<file path="src/design/vdns_pkg.sv">
`default_nettype none
// ----------------------------------------------------------------------------
// vdns_pkg: shared types and constants for the nearest-vector search block
// Field widths, metric and register codes, and the result record.
// ----------------------------------------------------------------------------
package vdns_pkg;

	localparam int DIST_W     = 47;
	localparam int IDX_W      = 16;
	localparam int MODE_W     = 2;
	localparam int DIM_W      = 11;
	localparam int CFG_IDX_W  = 1;
	localparam int CFG_DATA_W = 11;

	// result queue
	localparam int RES_DEPTH  = 8;
	localparam int RES_PTR_W  = $clog2(RES_DEPTH);
	localparam int RES_CNT_W  = $clog2(RES_DEPTH + 1);

	typedef enum logic [MODE_W-1:0] {
		METRIC_IP   = 2'd0,
		METRIC_L2   = 2'd1,
		METRIC_L1   = 2'd2,
		METRIC_LINF = 2'd3
	} metric_t;

	typedef enum logic [CFG_IDX_W-1:0] {
		REG_METRIC_MODE = 1'b0,
		REG_VECTOR_DIM  = 1'b1
	} cfg_reg_t;

	localparam metric_t           METRIC_RESET = METRIC_L2;
	localparam logic [DIM_W-1:0]  DIM_RESET    = 11'd128;

	typedef struct packed {
		logic [DIST_W-1:0] distance;
		logic [IDX_W-1:0]  cand_index;
		logic [IDX_W-1:0]  best_index;
		logic [DIST_W-1:0] best_distance;
		logic              set_done;
	} result_t;

endpackage
`default_nettype wire

</file>
<file path="src/design/vdns_res_fifo.sv">
`default_nettype none
// ----------------------------------------------------------------------------
// vdns_res_fifo: result queue
// Small register FIFO between the search pipeline and the result channel.
// ----------------------------------------------------------------------------
module vdns_res_fifo (
	input  logic               clk,
	input  logic               arst_n,
	input  logic               push,
	input  vdns_pkg::result_t  wdata,
	input  logic               pop,
	output vdns_pkg::result_t  rdata,
	output logic               valid
);

	localparam int PW = vdns_pkg::RES_PTR_W;
	localparam int CW = vdns_pkg::RES_CNT_W;

	vdns_pkg::result_t mem_q [vdns_pkg::RES_DEPTH];
	logic [PW-1:0]     wr_ptr_q;
	logic [PW-1:0]     rd_ptr_q;
	logic [CW-1:0]     cnt_q;

	always_ff @(posedge clk or negedge arst_n) begin
		if (!arst_n) begin
			wr_ptr_q <= '0;
			rd_ptr_q <= '0;
			cnt_q    <= '0;
		end else begin
			if (push) begin
				wr_ptr_q <= wr_ptr_q + PW'(1);
			end
			if (pop) begin
				rd_ptr_q <= rd_ptr_q + PW'(1);
			end
			cnt_q <= cnt_q + CW'(push) - CW'(pop);
		end
	end

	always_ff @(posedge clk) begin
		if (push) begin
			mem_q[wr_ptr_q] <= wdata;
		end
	end

	assign rdata = mem_q[rd_ptr_q];
	assign valid = (cnt_q != '0);

endmodule
`default_nettype wire

</file>
<file path="config.mk">
export PLATFORM = sky130hd
export DESIGN_NAME = vdns_res_fifo
export DESIGN_NICKNAME = d
export VERILOG_FILES = /design/src/design/vdns_pkg.sv /design/src/design/vdns_res_fifo.sv
export SDC_FILE = /design/constraint.sdc
export NUM_CORES = 1
export LEC_CHECK = 0
export ABC_AREA = 1
export BUFFER_PORTS_ARGS = -buffer_cell sky130_fd_sc_hd__clkbuf_2
export CELL_PAD_IN_SITES_DETAIL_PLACEMENT = 1
export CELL_PAD_IN_SITES_GLOBAL_PLACEMENT = 2
export CORE_ASPECT_RATIO = 0.6
export CORE_MARGIN = 2
export CORE_UTILIZATION = 23
export CTS_BUF_LIST = sky130_fd_sc_hd__clkbuf_16
export CTS_CLUSTER_DIAMETER = 40
export CTS_CLUSTER_SIZE = 10
export DETAILED_ROUTE_END_ITERATION = 10
export GPL_ROUTABILITY_DRIVEN = 0
export PLACE_DENSITY_LB_ADDON = 0.1
export SLEW_MARGIN = 10
export SYNTH_ARGS = -nofsm -noshare
export SYNTH_HDL_FRONTEND = slang
export SYNTH_SLANG_ARGS = --single-unit
</file>
<file path="constraint.sdc">
create_clock -name clk -period 19.7 [get_ports clk]
set_input_delay 3.94 -clock clk [delete_from_list [all_inputs] [get_ports clk]]
set_output_delay 3.94 -clock clk [all_outputs]
set_load 0.1 [all_outputs]
</file>
== Yosys cells after proc, flatten, opt, wreduce, memory -nomap -nowiden ==
Memory sizes are Yosys's and may differ from the RTL's.
Cells that the tools add are included.

* Add/sub/neg operators: 4
* Multiplexer cells: 2
* Reduce and logical (&&, ||, !) cells: 1

{| class="wikitable"
|+ Operators with widths
! operator !! count
|-
| $add 3x1->3 const B || 2
|-
| $add 4x1->4 || 1
|-
| $reduce_bool 4->1 || 1
|-
| $sub 4x1->4 || 1
|-
| $mux 1 || 2
|}

* Bits in registers: 10
* Bits in writable memories: 1016
* Bits of input ports: 131
* Output and inout bits: 128
* Memories kept: 1

{| class="wikitable"
|+ Memories
! name !! words !! width !! read ports !! clocked after memory_dff !! write ports !! line !! text
|-
| mem_q || 8 || 127 || 1 || 0 || 1 || vdns_res_fifo.sv:19 || <nowiki>vdns_pkg::result_t mem_q [vdns_pkg::RES_DEPTH];</nowiki>
|}

== Depth between registers and ports, before layout ==
* Depth in word-level cells: 2
* Gate-level depth with buffers: 10

== Worst setup path before layout ==
No wires, ideal clock.

* Path kind: in2reg
* Start point: in push
* End point: mem mem_q[0][0] (netlist bit) (enable)
* Arrival time: 9.568 ns
* Required time: 19.085 ns
* Path slack: 9.518 ns
* Cell stages on the path: 3
* Buffers on the path: 0
* Cell sequence: inv_1 -> or2_2 -> nor2_1

* Cells in the longest elaborated chain, start to end: 2

{| class="wikitable"
|+ RTL lines
! element !! line !! text
|-
| start, declared || vdns_res_fifo.sv:9 || <nowiki>input logic push,</nowiki>
|-
| $mux 1 || vdns_res_fifo.sv:41 || <nowiki>if (push) begin</nowiki>
|-
| $mux 1 (not written as such) || vdns_res_fifo.sv:42 || <nowiki>mem_q[wr_ptr_q] <= wdata;</nowiki>
|-
| end, declared || vdns_res_fifo.sv:19 ||
|}

No other way between the ends.

==> metrics.txt <==
# TYPE chip_impl_metric gauge
chip_impl_metric{name="synth-seq-area-share",unit="%"} 68.88
chip_impl_metric{name="yosysWarnings",unit=""} 0
chip_impl_metric{name="slew_headroom",unit="%"} 30.40
chip_impl_metric{name="peakVddDrop",unit="V"} 0.0001688
chip_impl_info{name="outcome",value="completed"} 1
chip_impl_metric{name="fmax",unit="GHz"} 0.1127
chip_impl_metric{name="dieWidth",unit="µm"} 572.9
chip_impl_metric{name="floorplan.die_area",unit="mm²"} 0.1978
chip_impl_metric{name="synth.net_count",unit=""} 4592
chip_impl_metric{name="worst_pin_slew",unit="ns"} 1.044
chip_impl_metric{name="timing.final.crit_share",unit="%"} 45.04
chip_impl_metric{name="cts_buffer_depth",unit=""} 4
chip_impl_metric{name="groute.layer.met3.usage",unit="%"} 2.973
chip_impl_metric{name="rows",unit=""} 125
chip_impl_metric{name="die-height",unit="µm"} 345.3
chip_impl_metric{name="layout.nets",unit=""} 4878
chip_impl_metric{name="drc_markers",unit=""} 0
chip_impl_metric{name="timing_max_transition_violations_final",unit=""} 0
chip_impl_metric{name="finClkSkew",unit="ns"} 0.04426
chip_impl_metric{name="dpl.cell_count",unit=""} 7163
chip_impl_metric{name="synth_area_per_cell",unit="µm²"} 10.03
chip_impl_metric{name="vias",unit=""} 29290
chip_impl_metric{name="cts.reportedPaths.clkPinSlew",unit="ns"} 0.05
chip_impl_metric{name="cts.repair.resized",unit=""} 0
chip_impl_metric{name="layout-area-overhead-vs-synth",unit="%"} 21.91
chip_impl_metric{name="grt_pass1_vias",unit=""} 31290
chip_impl_metric{name="power.density",unit="mW/mm²"} 186.0
chip_impl_metric{name="post-dp-hpwl",unit="mm"} 72.83
chip_impl_metric{name="static-leakage-power",unit="nW"} 24.58
chip_impl_metric{name="globalRouteTotalUtil",unit="%"} 14.41
chip_impl_metric{name="cp.required",unit="ns"} 15.76
chip_impl_metric{name="critical_path.max_fanout",unit=""} 80
chip_impl_metric{name="port-buffer-count",unit=""} 258
chip_impl_metric{name="totalWireLength",unit="mm"} 142.3
chip_impl_metric{name="grt.overflow.total",unit=""} 0
chip_impl_metric{name="setup_total_negative_slack",unit="ns"} 0
chip_impl_metric{name="synthesis.area",unit="mm²"} 0.04466
chip_impl_metric{name="via_per_inst",unit=""} 3.918
chip_impl_metric{name="detailed_place.area",unit="mm²"} 0.04868
chip_impl_metric{name="cts_buffers",unit=""} 177
chip_impl_info{name="worst_setup_path_start_kind",value="flop"} 1
chip_impl_metric{name="layout.core_utilization",unit="%"} 28.18
chip_impl_info{name="synth-main-ff-cell",value="edfxtp_1"} 1
chip_impl_info{name="ys_top_cells_by_count",value="nand2_1 (1663), inv_1 (1031), edfxtp_1 (1016), nand3_1 (510), buf_2 (93)"} 1
chip_impl_info{name="synth_top_cells_by_area",value="edfxtp_1 (68%), nand2_1 (14%), inv_1 (8.7%)"} 1
chip_impl_metric{name="async_flop_share",unit="%"} 0.9747
chip_impl_metric{name="final_period_minus_worst_setup_slack",unit="ns"} 8.874
chip_impl_metric{name="ant_nets",unit=""} 0
chip_impl_metric{name="syn-instance-count",unit=""} 4453
chip_impl_info{name="crit_path_end_kind",value="primary output"} 1
chip_impl_metric{name="clock_tree.htree_level_count",unit=""} 4
chip_impl_metric{name="first_pass_iters",unit=""} 5
chip_impl_metric{name="layout-drive-gt1-share",unit="%"} 12.07
chip_impl_info{name="synth_largest_area_cell",value="edfxtp_1"} 1
chip_impl_info{name="yosys.cell_count.top_type",value="nand2_1"} 1
chip_impl_metric{name="grt_util_met1",unit="%"} 19.88
chip_impl_metric{name="num_io_pins",unit=""} 259
chip_impl_metric{name="grt_pass1_wl",unit="mm"} 213.8
chip_impl_metric{name="placeableCoreArea",unit="mm²"} 0.1932
chip_impl_info{name="grt.busiest_layer",value="met2"} 1
chip_impl_metric{name="critPathArrivalTime",unit="ns"} 4.93
chip_impl_metric{name="drt_iter0_drcs",unit=""} 1363
chip_impl_metric{name="groute.layer.met2.usage",unit="%"} 23.20
chip_impl_metric{name="ys_ff_latch",unit=""} 1026
chip_impl_info{name="ctsRootBufferMaster",value="clkbuf_16"} 1
chip_impl_info{name="hold_path_class",value="reg2reg"} 1
chip_impl_info{name="worst-setup-path-type",value="reg2out"} 1
chip_impl_metric{name="synth_cell_types",unit=""} 19
chip_impl_metric{name="final_design_area_no_fill",unit="mm²"} 0.05444
chip_impl_metric{name="grt_antenna_before_repair",unit=""} 18
chip_impl_metric{name="start_util",unit="%"} 23.12
chip_impl_metric{name="synth_enable_flop_cells",unit=""} 1016
chip_impl_metric{name="routedWlPerCell",unit="µm"} 19.03
chip_impl_info{name="tritoncts",value="built"} 1
chip_impl_info{name="grt_setup_unrepaired",value="false"} 1
chip_impl_metric{name="yosys.area.top_type_share",unit="%"} 68.32
chip_impl_metric{name="cts.repair_timing.setup_buffer_count",unit=""} 0
chip_impl_metric{name="tritoncts_num_sinks",unit=""} 1026
chip_impl_metric{name="hold_violations",unit=""} 0
chip_impl_metric{name="grt_max_degree",unit=""} 148
chip_impl_metric{name="final_std_cells_w_o_fill",unit=""} 7476
chip_impl_metric{name="holdBufCountCts",unit=""} 0
chip_impl_metric{name="cap_viol_max_count",unit=""} 0
chip_impl_metric{name="report.final.setup_viol",unit=""} 0
chip_impl_metric{name="clkLatencyLatePin",unit="ns"} 0.81
## flip-flops by register name, indices dropped and copies added, names as in the netlist
signal and count:
mem_q 1016, wr_ptr_q 3, rd_ptr_q 3, cnt_q 4
## through the flow
step | hold slack, ns | total power, mW | setup slack (ns)
6_report | 0.5667 | 10.13 | 10.83
2_1_floorplan | 0.4896 | 6.130 | 9.518
5_1_grt | 0.6187 | 10.75 | 10.44
3_5_place_dp | 0.5481 | 7.279 | 11.41
4_1_cts | 0.5610 | 10.39 | 10.55
3_3_place_gp | 0.5229 | 7.288 | 11.43
## cells by family after synthesis
logic type	synth area share (%)
AO/OA/AOI/OAI	0.03361
XOR/XNOR	0.09806
adder cells (fa/ha/maj)	0.2410
buffers and inverters	10.97
flip-flops	68.88
AND/OR/NAND/NOR	19.78
## metal layers
layer  share of wire [%]  routed length [µm]
met1                  49               69880
met2                  45               64670
met3                 3.5                4984
met4                 1.8                2562
met5                0.11                 163
## report_power, final
part           switching (mW)  internal, mW
Combinational            3.65         0.706
Clock                    1.11          1.93
Sequential             0.0841          2.65
Total                    4.84          5.29
## critical path: stages (launching register included)
cell      delay [ns]
dfrtp_4         0.78
inv_8           0.63
buf_4           0.78
buf_4           0.88
nand3_1         0.15
nand2_1         0.10
nand2_1         0.05
nand2_1         0.18
clkbuf_2        0.48
## worst paths after layout
check,start,end,slack [ns],depth (start not counted)
setup reg to reg,wr_ptr_q[0],mem_q[2][68],16.02,4
max in group asynchronous,arst_n,rd_ptr_q[2],16.39,1
min in group asynchronous,arst_n,cnt_q[3],3.05,1
hold / removal,wr_ptr_q[0],wr_ptr_q[0],0.57,2
setup / recovery,rd_ptr_q[1],rdata[55],10.83,8
hold reg to reg,wr_ptr_q[0],wr_ptr_q[0],0.57,2
## layout make-up
class	count	area, µm²
inverters	1033	3900
flip-flops and latches	1026	30770
clock buffers	180	4504
fillers	21820	138700
clock inverters	130	1251
well taps	2603	3257
repair buffers	303	1692
multi-input cells	2198	9057
diodes	3	7.507
## placed cells by master (no fill, tap or decap), types with 5 or more instances in the layout
cell and instances:
clkbuf_16 180, bufinv_16 21, buf_12 5, buf_4 40, dfrtp_1 7, ha_1 7
nand2_1 1663, nand3_1 510, clkinv_1 24, edfxtp_1 1016, inv_6 7, clkbuf_2 258
clkinv_4 8, inv_1 1046, clkinvlp_4 17, clkinv_2 35, nor2_4 8
(Power assumes the default switching activity.)
